**src/hw/rtl/chbd_pkg.sv**
```systemverilog
// ----------------------------------------------------------------------------
// chbd_pkg
// Shared types, constants and helpers for the chunked body decoder.
// ----------------------------------------------------------------------------
package chbd_pkg;

    localparam int SIZE_DIGITS   = 4;
    localparam int DIGIT_CNT_W   = $clog2(SIZE_DIGITS + 1);
    localparam int SIZE_W        = 16;
    localparam int BYTE_W        = 8;
    localparam int USER_W        = 3;

    localparam logic [BYTE_W-1:0] BYTE_CR = 8'd13;
    localparam logic [BYTE_W-1:0] BYTE_LF = 8'd10;
    localparam logic [1:0]        TRAILER_BYTES = 2'd2;

    typedef enum logic [4:0] {
        PH_HEADER = 5'b00001,
        PH_SIZE   = 5'b00010,
        PH_DATA   = 5'b00100,
        PH_SKIP   = 5'b01000,
        PH_STOP   = 5'b10000
    } phase_t;

    typedef struct packed {
        phase_t                 phase;
        logic                   last_was_cr;
        logic [1:0]             line_end_count;
        logic [SIZE_W-1:0]      size_acc;
        logic [DIGIT_CNT_W-1:0] digits_read;
        logic                   hex_stopped;
        logic [SIZE_W-1:0]      bytes_remaining;
        logic [1:0]             skip_left;
    } state_t;

    // decoder state after reset: header skipping, all counters clear
    localparam state_t STATE_RESET = '{
        phase:           PH_HEADER,
        last_was_cr:     1'b0,
        line_end_count:  2'd0,
        size_acc:        '0,
        digits_read:     '0,
        hex_stopped:     1'b0,
        bytes_remaining: '0,
        skip_left:       2'd0
    };

    typedef struct packed {
        logic              payload_valid;
        logic [BYTE_W-1:0] payload_byte;
        logic              chunk_last;
        logic              body_done;
        logic              format_error;
    } result_t;

    // ASCII hex digit decode: {is_hex, value}
    function automatic logic [4:0] hex_decode(input logic [BYTE_W-1:0] c);
        logic [4:0] r;
        r = 5'd0;
        if (c >= 8'h30 && c <= 8'h39)
            r = {1'b1, 4'(c - 8'h30)};
        else if (c >= 8'h61 && c <= 8'h66)
            r = {1'b1, 4'(c - 8'h57)};
        else if (c >= 8'h41 && c <= 8'h46)
            r = {1'b1, 4'(c - 8'h37)};
        return r;
    endfunction

endpackage

```
**src/hw/rtl/http_chunked_body_decoder_core.sv**
```systemverilog
// ----------------------------------------------------------------------------
// http_chunked_body_decoder_core
// Strips the header and chunk framing from an HTTP response byte stream.
// ----------------------------------------------------------------------------
// The result is registered: it reaches the master side in the cycle after the input transfer.
// Throughput: 1 byte per cycle while the master side accepts results.
// s_tready stays high while the result register is empty or being drained.
// Reset (rst_n low, async): decoder returns to header skipping, output empty.
module http_chunked_body_decoder_core
(
    input  logic                           clk,
    input  logic                           rst_n,
    input  logic                           s_tvalid,
    output logic                           s_tready,
    input  logic [chbd_pkg::BYTE_W-1:0]    s_tdata,   // [7:0] data_byte
    output logic                           m_tvalid,
    input  logic                           m_tready,
    output logic [chbd_pkg::BYTE_W-1:0]    m_tdata,   // [7:0] payload_byte
    output logic [chbd_pkg::USER_W-1:0]    m_tuser,   // [0] payload_valid,
                                                      // [1] body_done, [2] format_error
    output logic                           m_tlast    // chunk_last
);

    chbd_pkg::state_t  state_reg;
    chbd_pkg::state_t  state_next;
    chbd_pkg::result_t res;
    logic              m_tvalid_reg;
    logic [chbd_pkg::BYTE_W-1:0] m_tdata_reg;
    logic [chbd_pkg::USER_W-1:0] m_tuser_reg;
    logic              m_tlast_reg;
    logic              in_xfer;

    chbd_step u_step
    (
        .cur       (state_reg),
        .data_byte (s_tdata),
        .nxt       (state_next),
        .res       (res)
    );

    assign s_tready = !m_tvalid_reg || m_tready;
    assign in_xfer  = s_tvalid && s_tready;

    always_ff @(posedge clk or negedge rst_n)
    begin
        if (!rst_n)
        begin
            state_reg       <= chbd_pkg::STATE_RESET;
            m_tvalid_reg    <= 1'b0;
        end
        else
        begin
            if (in_xfer)
                state_reg <= state_next;
            if (in_xfer)
                m_tvalid_reg <= 1'b1;
            else if (m_tready)
                m_tvalid_reg <= 1'b0;
        end
    end

    always_ff @(posedge clk)
    begin
        if (in_xfer)
        begin
            m_tdata_reg <= res.payload_byte;
            m_tuser_reg <= {res.format_error, res.body_done, res.payload_valid};
            m_tlast_reg <= res.chunk_last;
        end
    end

    assign m_tvalid = m_tvalid_reg;
    assign m_tdata  = m_tdata_reg;
    assign m_tuser  = m_tuser_reg;
    assign m_tlast  = m_tlast_reg;

endmodule

```
**src/hw/rtl/chbd_step.sv**
```systemverilog
// ----------------------------------------------------------------------------
// chbd_step
// Next-state and result logic for one received byte.
// ----------------------------------------------------------------------------
module chbd_step
(
    input  chbd_pkg::state_t                  cur,
    input  logic [chbd_pkg::BYTE_W-1:0]       data_byte,
    output chbd_pkg::state_t                  nxt,
    output chbd_pkg::result_t                 res
);

    logic                         is_cr;
    logic                         is_lf;
    logic [4:0]                   hex;
    logic [chbd_pkg::SIZE_W+3:0]  shifted;
    logic                         track;

    assign is_cr   = (data_byte == chbd_pkg::BYTE_CR);
    assign is_lf   = (data_byte == chbd_pkg::BYTE_LF);
    assign hex     = chbd_pkg::hex_decode(data_byte);
    assign shifted = {cur.size_acc, hex[3:0]};

    always_comb
    begin
        nxt   = cur;
        res   = '0;
        track = 1'b1;
        case (cur.phase)
            chbd_pkg::PH_HEADER:
            begin
                if (cur.last_was_cr && is_lf)
                    nxt.line_end_count = cur.line_end_count + 2'd1;
                else if (!is_cr)
                    nxt.line_end_count = 2'd0;
                if (nxt.line_end_count == 2'd2)
                begin
                    nxt.line_end_count = 2'd0;
                    nxt.size_acc       = '0;
                    nxt.digits_read    = '0;
                    nxt.hex_stopped    = 1'b0;
                    nxt.phase          = chbd_pkg::PH_SIZE;
                end
            end
            chbd_pkg::PH_SIZE:
            begin
                if (!is_cr && !is_lf)
                begin
                    if (cur.hex_stopped)
                        ;
                    else if (!hex[4])
                        nxt.hex_stopped = 1'b1;
                    else if (cur.digits_read < chbd_pkg::DIGIT_CNT_W'(chbd_pkg::SIZE_DIGITS))
                    begin
                        // saturate when the shifted value overflows 16 bits
                        if (shifted[chbd_pkg::SIZE_W+3:chbd_pkg::SIZE_W] != 4'd0)
                            nxt.size_acc = '1;
                        else
                            nxt.size_acc = shifted[chbd_pkg::SIZE_W-1:0];
                        nxt.digits_read = cur.digits_read + 1'b1;
                    end
                    else
                        res.format_error = 1'b1;
                end
                else if (is_lf && cur.last_was_cr)
                begin
                    if (cur.digits_read == '0)
                    begin
                        res.format_error = 1'b1;
                        nxt.phase        = chbd_pkg::PH_STOP;
                    end
                    else if (cur.size_acc == '0)
                    begin
                        res.body_done = 1'b1;
                        nxt.phase     = chbd_pkg::PH_STOP;
                    end
                    else
                    begin
                        nxt.bytes_remaining = cur.size_acc;
                        nxt.phase           = chbd_pkg::PH_DATA;
                    end
                    nxt.size_acc    = '0;
                    nxt.digits_read = '0;
                    nxt.hex_stopped = 1'b0;
                end
            end
            chbd_pkg::PH_DATA:
            begin
                res.payload_valid = 1'b1;
                res.payload_byte  = data_byte;
                if (cur.bytes_remaining <= chbd_pkg::SIZE_W'(1))
                begin
                    nxt.bytes_remaining = '0;
                    res.chunk_last      = 1'b1;
                    nxt.skip_left       = chbd_pkg::TRAILER_BYTES;
                    nxt.phase           = chbd_pkg::PH_SKIP;
                end
                else
                    nxt.bytes_remaining = cur.bytes_remaining - 1'b1;
            end
            chbd_pkg::PH_SKIP:
            begin
                track = 1'b0;
                if (cur.skip_left <= 2'd1)
                begin
                    nxt.skip_left   = 2'd0;
                    nxt.size_acc    = '0;
                    nxt.digits_read = '0;
                    nxt.hex_stopped = 1'b0;
                    nxt.phase       = chbd_pkg::PH_SIZE;
                end
                else
                    nxt.skip_left = cur.skip_left - 2'd1;
            end
            default:
            begin
                track = 1'b0;
            end
        endcase
        if (track)
            nxt.last_was_cr = is_cr;
    end

endmodule

```
**config.mk**
```make
export PLATFORM = sky130hd
export DESIGN_NAME = http_chunked_body_decoder_core
export DESIGN_NICKNAME = d
export VERILOG_FILES = /design/src/hw/rtl/chbd_pkg.sv /design/src/hw/rtl/http_chunked_body_decoder_core.sv /design/src/hw/rtl/chbd_step.sv
export SDC_FILE = /design/constraint.sdc
export NUM_CORES = 1
export LEC_CHECK = 0
export BUFFER_PORTS_ARGS = -buffer_cell sky130_fd_sc_hd__buf_4
export CORE_MARGIN = 2
export CORE_UTILIZATION = 45
export DETAILED_ROUTE_END_ITERATION = 6
export SYNTH_ARGS = -nofsm -noshare
export SYNTH_HDL_FRONTEND = slang
export SYNTH_SLANG_ARGS = --single-unit
```
**constraint.sdc**
```tcl
create_clock -name clk -period 2.05 [get_ports clk]
set_input_delay 0.205 -clock clk [delete_from_list [all_inputs] [get_ports clk]]
set_output_delay 0.205 -clock clk [all_outputs]
set_load 0.05 [all_outputs]
```
Yosys cells after proc, flatten, opt, wreduce, memory -nomap -nowiden
Index checks and enable logic that the tools add are counted.
Storage, ports and cells
  bits in registers: 59
  logic and storage cells: 121
Cells by class
  add/sub/neg operators: 7
  order comparisons: 9
  equal/unequal tests: 18
  mux-type cells: 44
  bitwise operators: 2
  reductions and logical operators: 27
Operator list (number)
  16-bit two-way mux: 5
  20-bit two-way mux: 3
  20-bit case mux with 3 select lines: 1
  5-bit two-way mux: 10
  19-bit two-way mux: 2
  36-bit two-way mux: 1
  16-bit case mux with 2 select lines: 1
  22-bit two-way mux: 1
  5-bit case mux with 4 select lines: 1
  8-bit by 4-bit == test with 1-bit output, second input constant: 2
  8-bit by 7-bit >= comparator with 1-bit output, second input constant: 2
  16-bit by 1-bit less-or-equal comparator with 1-bit output, second input constant: 1
  8-bit by 7-bit less-or-equal comparator with 1-bit output, second input constant: 2
  16-bit logical NOT: 1
  16-bit by 1-bit subtractor with 16-bit output, second input constant: 1
  1-bit two-way mux: 12
  10-bit two-way mux: 1
  2-bit two-way mux: 5
  8-bit by 6-bit >= comparator with 1-bit output, second input constant: 1
  8-bit by 6-bit less-or-equal comparator with 1-bit output, second input constant: 1
  2-bit by 1-bit inequality test with 1-bit output, second input constant: 4
  8-bit AND reduction: 1
  4-bit nonzero test: 2
  4-bit by 3-bit subtractor with 4-bit output, second input constant: 2
  other kinds (30): 44

Logic depth before layout (Yosys ltp)
  depth in word-level cells: 11
  gate-level depth with buffers: 9
  mapped depth without buffers: 8

Hierarchy
Synthesis repeated with hierarchy kept, for this count alone.
Unflattened totals
  cells, all modules: 383
  area, all modules: 3915.0 um^2
By module, submodules not included
  http_chunked_body_decoder_core: instances 1, cells an instance 114, area an instance 2265.9 um^2, sequential area each 1537.7 um^2
  chbd_step: instances 1, cells an instance 269, area an instance 1649.1 um^2, sequential area each 0.0 um^2

Worst setup path before layout
Ideal clock, no wire load.
  path kind: register to register
  start: register m_tvalid_reg (netlist: m_tvalid)
  end: register state_reg[4] (netlist name)
  setup time: 126 ps
  arrival time: 2188 ps
  required time: 1924 ps
  path slack: -264 ps
  stages on the path, launching flop included: 7
  path buffers: 0
  period minus slack after synthesis: 2314 ps
  cells stage by stage: dfrtp_1 -> nand2b_1 -> nand2_1 -> inv_1 -> a21oi_1 -> nor2_1 -> a221o_1
Between the ends
  cells in the longest elaborated chain, start to end: 4
Ends and longest elaborated chain
  from (decl): line http_chunked_body_decoder_core.sv:27  | logic m_tvalid_reg;
  from (signal assigned): line http_chunked_body_decoder_core.sv:49  | m_tvalid_reg <= 1'b0;
  from (signal assigned): line http_chunked_body_decoder_core.sv:56  | m_tvalid_reg <= 1'b1;
  from (signal assigned): line http_chunked_body_decoder_core.sv:58  | m_tvalid_reg <= 1'b0;
  1-bit logical NOT: line http_chunked_body_decoder_core.sv:41  | assign s_tready = !m_tvalid_reg || m_tready;
  1-bit logical OR: line http_chunked_body_decoder_core.sv:41
  net s_tready: line http_chunked_body_decoder_core.sv:14  | output logic s_tready,
  1-bit logical AND: line http_chunked_body_decoder_core.sv:42  | assign in_xfer = s_tvalid && s_tready;
  net in_xfer: line http_chunked_body_decoder_core.sv:31  | logic in_xfer;
  6-bit AND reduction (no line)
  to (signal assigned): line http_chunked_body_decoder_core.sv:48  | state_reg <= chbd_pkg::STATE_RESET;
  to (signal assigned): line http_chunked_body_decoder_core.sv:54  | state_reg <= state_next;
  to (decl): line http_chunked_body_decoder_core.sv:24  | chbd_pkg::state_t state_reg;
The timed path passes the listed nets, and every way through them passes these cells.
A chain may end at the register's enable or synchronous reset.

Worst setup path after layout
  start: register state_reg[41] (netlist name)
  end: register state_reg[42] (netlist name)
Between the ends
  cells in the longest elaborated chain, start to end: 3
  elaborated cells on any way between the ends: 12
  those cells by class: 9 x eq/ne; 1 x mux; 2 x reduce/logical
Ends and longest elaborated chain
  5-bit by 4-bit == test with 1-bit output, or another cell as far along: line chbd_step.sv:29  | case (cur.phase)
  2-bit by 1-bit inequality test with 1-bit output (no line), or another cell as far along
  7-bit AND reduction (no line)
Several ways; a longest one is shown, not always the timed one.

==> impl_metrics.env <==
export IMPL_status="complete, but fails checks"
export IMPL_violations="setup timing"
export IMPL_grt_max_degree=48
export IMPL_synth_fp_nets=381
export IMPL_cp_start_kind="flip-flop"
export IMPL_coreArea_mm2=0.00733
export IMPL_firstDrtPassIters=4
export IMPL_fmax_mhz=484
export IMPL_die_h_um=91.5
export IMPL_ys_flop_type="dfrtp_1"
export IMPL_clock_sinks=59
export IMPL_slew_violations=0
export IMPL_first_global_vias=2958
export IMPL_maxCapViolCount=0
export IMPL_initial_utilization=0.470
export IMPL_drt_drc_violations_left=0
export IMPL_synthArstFlopShare=0.797
export IMPL_track_usage=0.226
export IMPL_drive_gt1_frac=0.348
export IMPL_drt_iter0_markers=154
export IMPL_synth_warning_count=0
export IMPL_place_area_mm2=0.00415
export IMPL_finish_utilization=0.609
export IMPL_die_area_mm2=0.00838
export IMPL_io_pins=26
export IMPL_crit_fanout=7
export IMPL_cts_tree="built"
export IMPL_insertion_delay_ns=0.35
export IMPL_antenna_found_initial=0
export IMPL_arrival_ns=2.30
export IMPL_whs_path_depth=2
export IMPL_dpl_hpwl_mm=6.49
export IMPL_worstRegToRegCells=6
export IMPL_htreeDepth=3
export IMPL_post_drt_wl_per_cell_um=16.0
export IMPL_largest_register_ffs=46
export IMPL_hold_viol=0
export IMPL_power_density_mw_per_mm2=567
export IMPL_gp_congestion=0.871
export IMPL_row_count=31
export IMPL_via_per_inst=5.55
export IMPL_whs_ns=0.0730
export IMPL_nFillCells=647
export IMPL_hold_class="input pin to flip-flop"
export IMPL_cts_root_buf="clkbuf_8"
export IMPL_num_nets_final=472
export IMPL_areaGrowthSynthToFinish_pct=29.5
export IMPL_netlist_area_leader_share=0.334
export IMPL_p_leak_nw=1.88
export IMPL_clk_pin_slew_ns=0.07
export IMPL_rsz0062_at_grt="true"
export IMPL_syn_avg_cell_area_um2=9.55
export IMPL_critical_path_class="flip-flop to flip-flop"
export IMPL_ir_drop_mv=0.303
export IMPL_syn_area_mm2=0.00345
export IMPL_routed_wl_mm=8.89
export IMPL_finalClockSkew_ns=0.00652
export IMPL_ys_top_cells_by_count="dfrtp_1 (46), nor2_1 (35), nand2_1 (30), a21oi_1 (22), o21ai_0 (22)"
export IMPL_grt_ovfl_total=0
export IMPL_die_width_um=91.5
export IMPL_synthCells=361
export IMPL_fin_area_mm2=0.00447
export IMPL_final_period_utilization=1.01
export IMPL_yosys_cell_types_count=73
export IMPL_cts_buffers=9
export IMPL_synth_yosys_seq_area_share=0.446
export IMPL_yosysMostFrequentCell="dfrtp_1"
export IMPL_tightest_slew_ns=0.606
export IMPL_grt_first_pass_wirelength_mm=14.8
export IMPL_slew_headroom=0.596
export IMPL_setup_ws_ns=-0.0180
export IMPL_synth_top_cells_by_area="dfrtp_1 (33%), edfxtp_1 (10%), o21ai_2 (4.1%)"
export IMPL_period_needed_ns=2.07
export IMPL_ant_nets=0
export IMPL_n_antenna_cell=0
export IMPL_total_power_w=0.00253
export IMPL_cp_end_kind="flip-flop"
export IMPL_worstPathRequired_ns=2.28
export IMPL_clockBufferDepth=2
export IMPL_via_count=3085
export IMPL_synth_ff_latch_count=59
export IMPL_synth_edf_count=12
export IMPL_portBuffers=25
export IMPL_pre_cts_slack_ns=-0.0991
export IMPL_finalSetupViolCount=2
export IMPL_yosysTopAreaCell="dfrtp_1"
report_power, final:
part	switching (W)	total, W	internal (W)
clock network	0.000476	0.00106	0.000588
registers	0.0000175	0.00124	0.00122
logic	0.000147	0.000231	0.0000847
placed cells by master (no fill, tap or decap), types with 4 or more instances in the layout:
cell type / count
buf_4: 93
dfrtp_1: 44
nor2_1: 32
nand2_1: 30
o21ai_0: 22
a21oi_1: 21
o21ai_1: 17
o21ai_2: 16
inv_1: 12
nor3_1: 12
edfxtp_1: 12
and2_1: 10
clkbuf_8: 10
ha_1: 7
nand2b_1: 5
o31ai_1: 5
nor4_1: 5
nand3_1: 4
nor2b_1: 4
a221o_1: 4
a22oi_1: 4
or3_1: 4
critical path: stages (launching register included):
cell       delay, ns
dfstp_2         0.59
or4b_4          0.50
nand4b_1        0.14
o21ai_2         0.12
o2111ai_1       0.10
buf_4           0.17
mux2_2          0.33
repair_timing:
action	CTS	global route
hold buffers	1	0
endpoints found under the setup margin	15	32
gates resized for setup	4	9
cloned	0	1
endpoints found under the hold margin	46	0
pin swaps	0	4
buffers inserted	1	5
cell type report:
type	instances	area [um^2]	share of cell area
multi-input cells	273	1810	0.405
clock inverters	5	52.6	0.0118
repair buffers	96	748	0.168
flip-flops and latches	59	1540	0.345
well taps	99	124	0.0277
inverters	13	48.8	0.0109
clock buffers	11	141	0.0317
cell families after synthesis:
kind of cell | Yosys count | share of synthesized area
compound gates | 123 | 0.248
xor+xnor | 1 | 0.00254
fa+ha+maj | 8 | 0.0290
buf+inv | 30 | 0.0493
flops | 59 | 0.446
mux | 2 | 0.00653
simple gates | 138 | 0.219
metrics by stage:
step                setup TNS, ns  std cells
floorplan                       0        361
global placement           -0.564        532
detailed placement          -1.69        532
CTS                             0        550
global route               -0.522        556
finish                    -0.0343        556
per-layer routing:
metal,vias up,routed length (um),track usage
li1,1528,-,-
met1,1466,4300,0.328
met2,77,4060,0.337
met3,14,337,0.0315
met4,0,178,0.0922
met5,-,0,0
path summary, 6_finish.rpt:
kind                               start       endpoint  slack [ns]
min                             s_tvalid       m_tvalid        0.07
max                        state_reg[41]  state_reg[42]       -0.02
min in group asynchronous          rst_n  state_reg[12]        0.41
max in group asynchronous          rst_n  state_reg[44]        1.21
min reg2reg                 state_reg[0]   state_reg[0]        0.52
max reg2reg                state_reg[41]  state_reg[42]       -0.02
No activity file was read; power rests on OpenSTA's default activity.
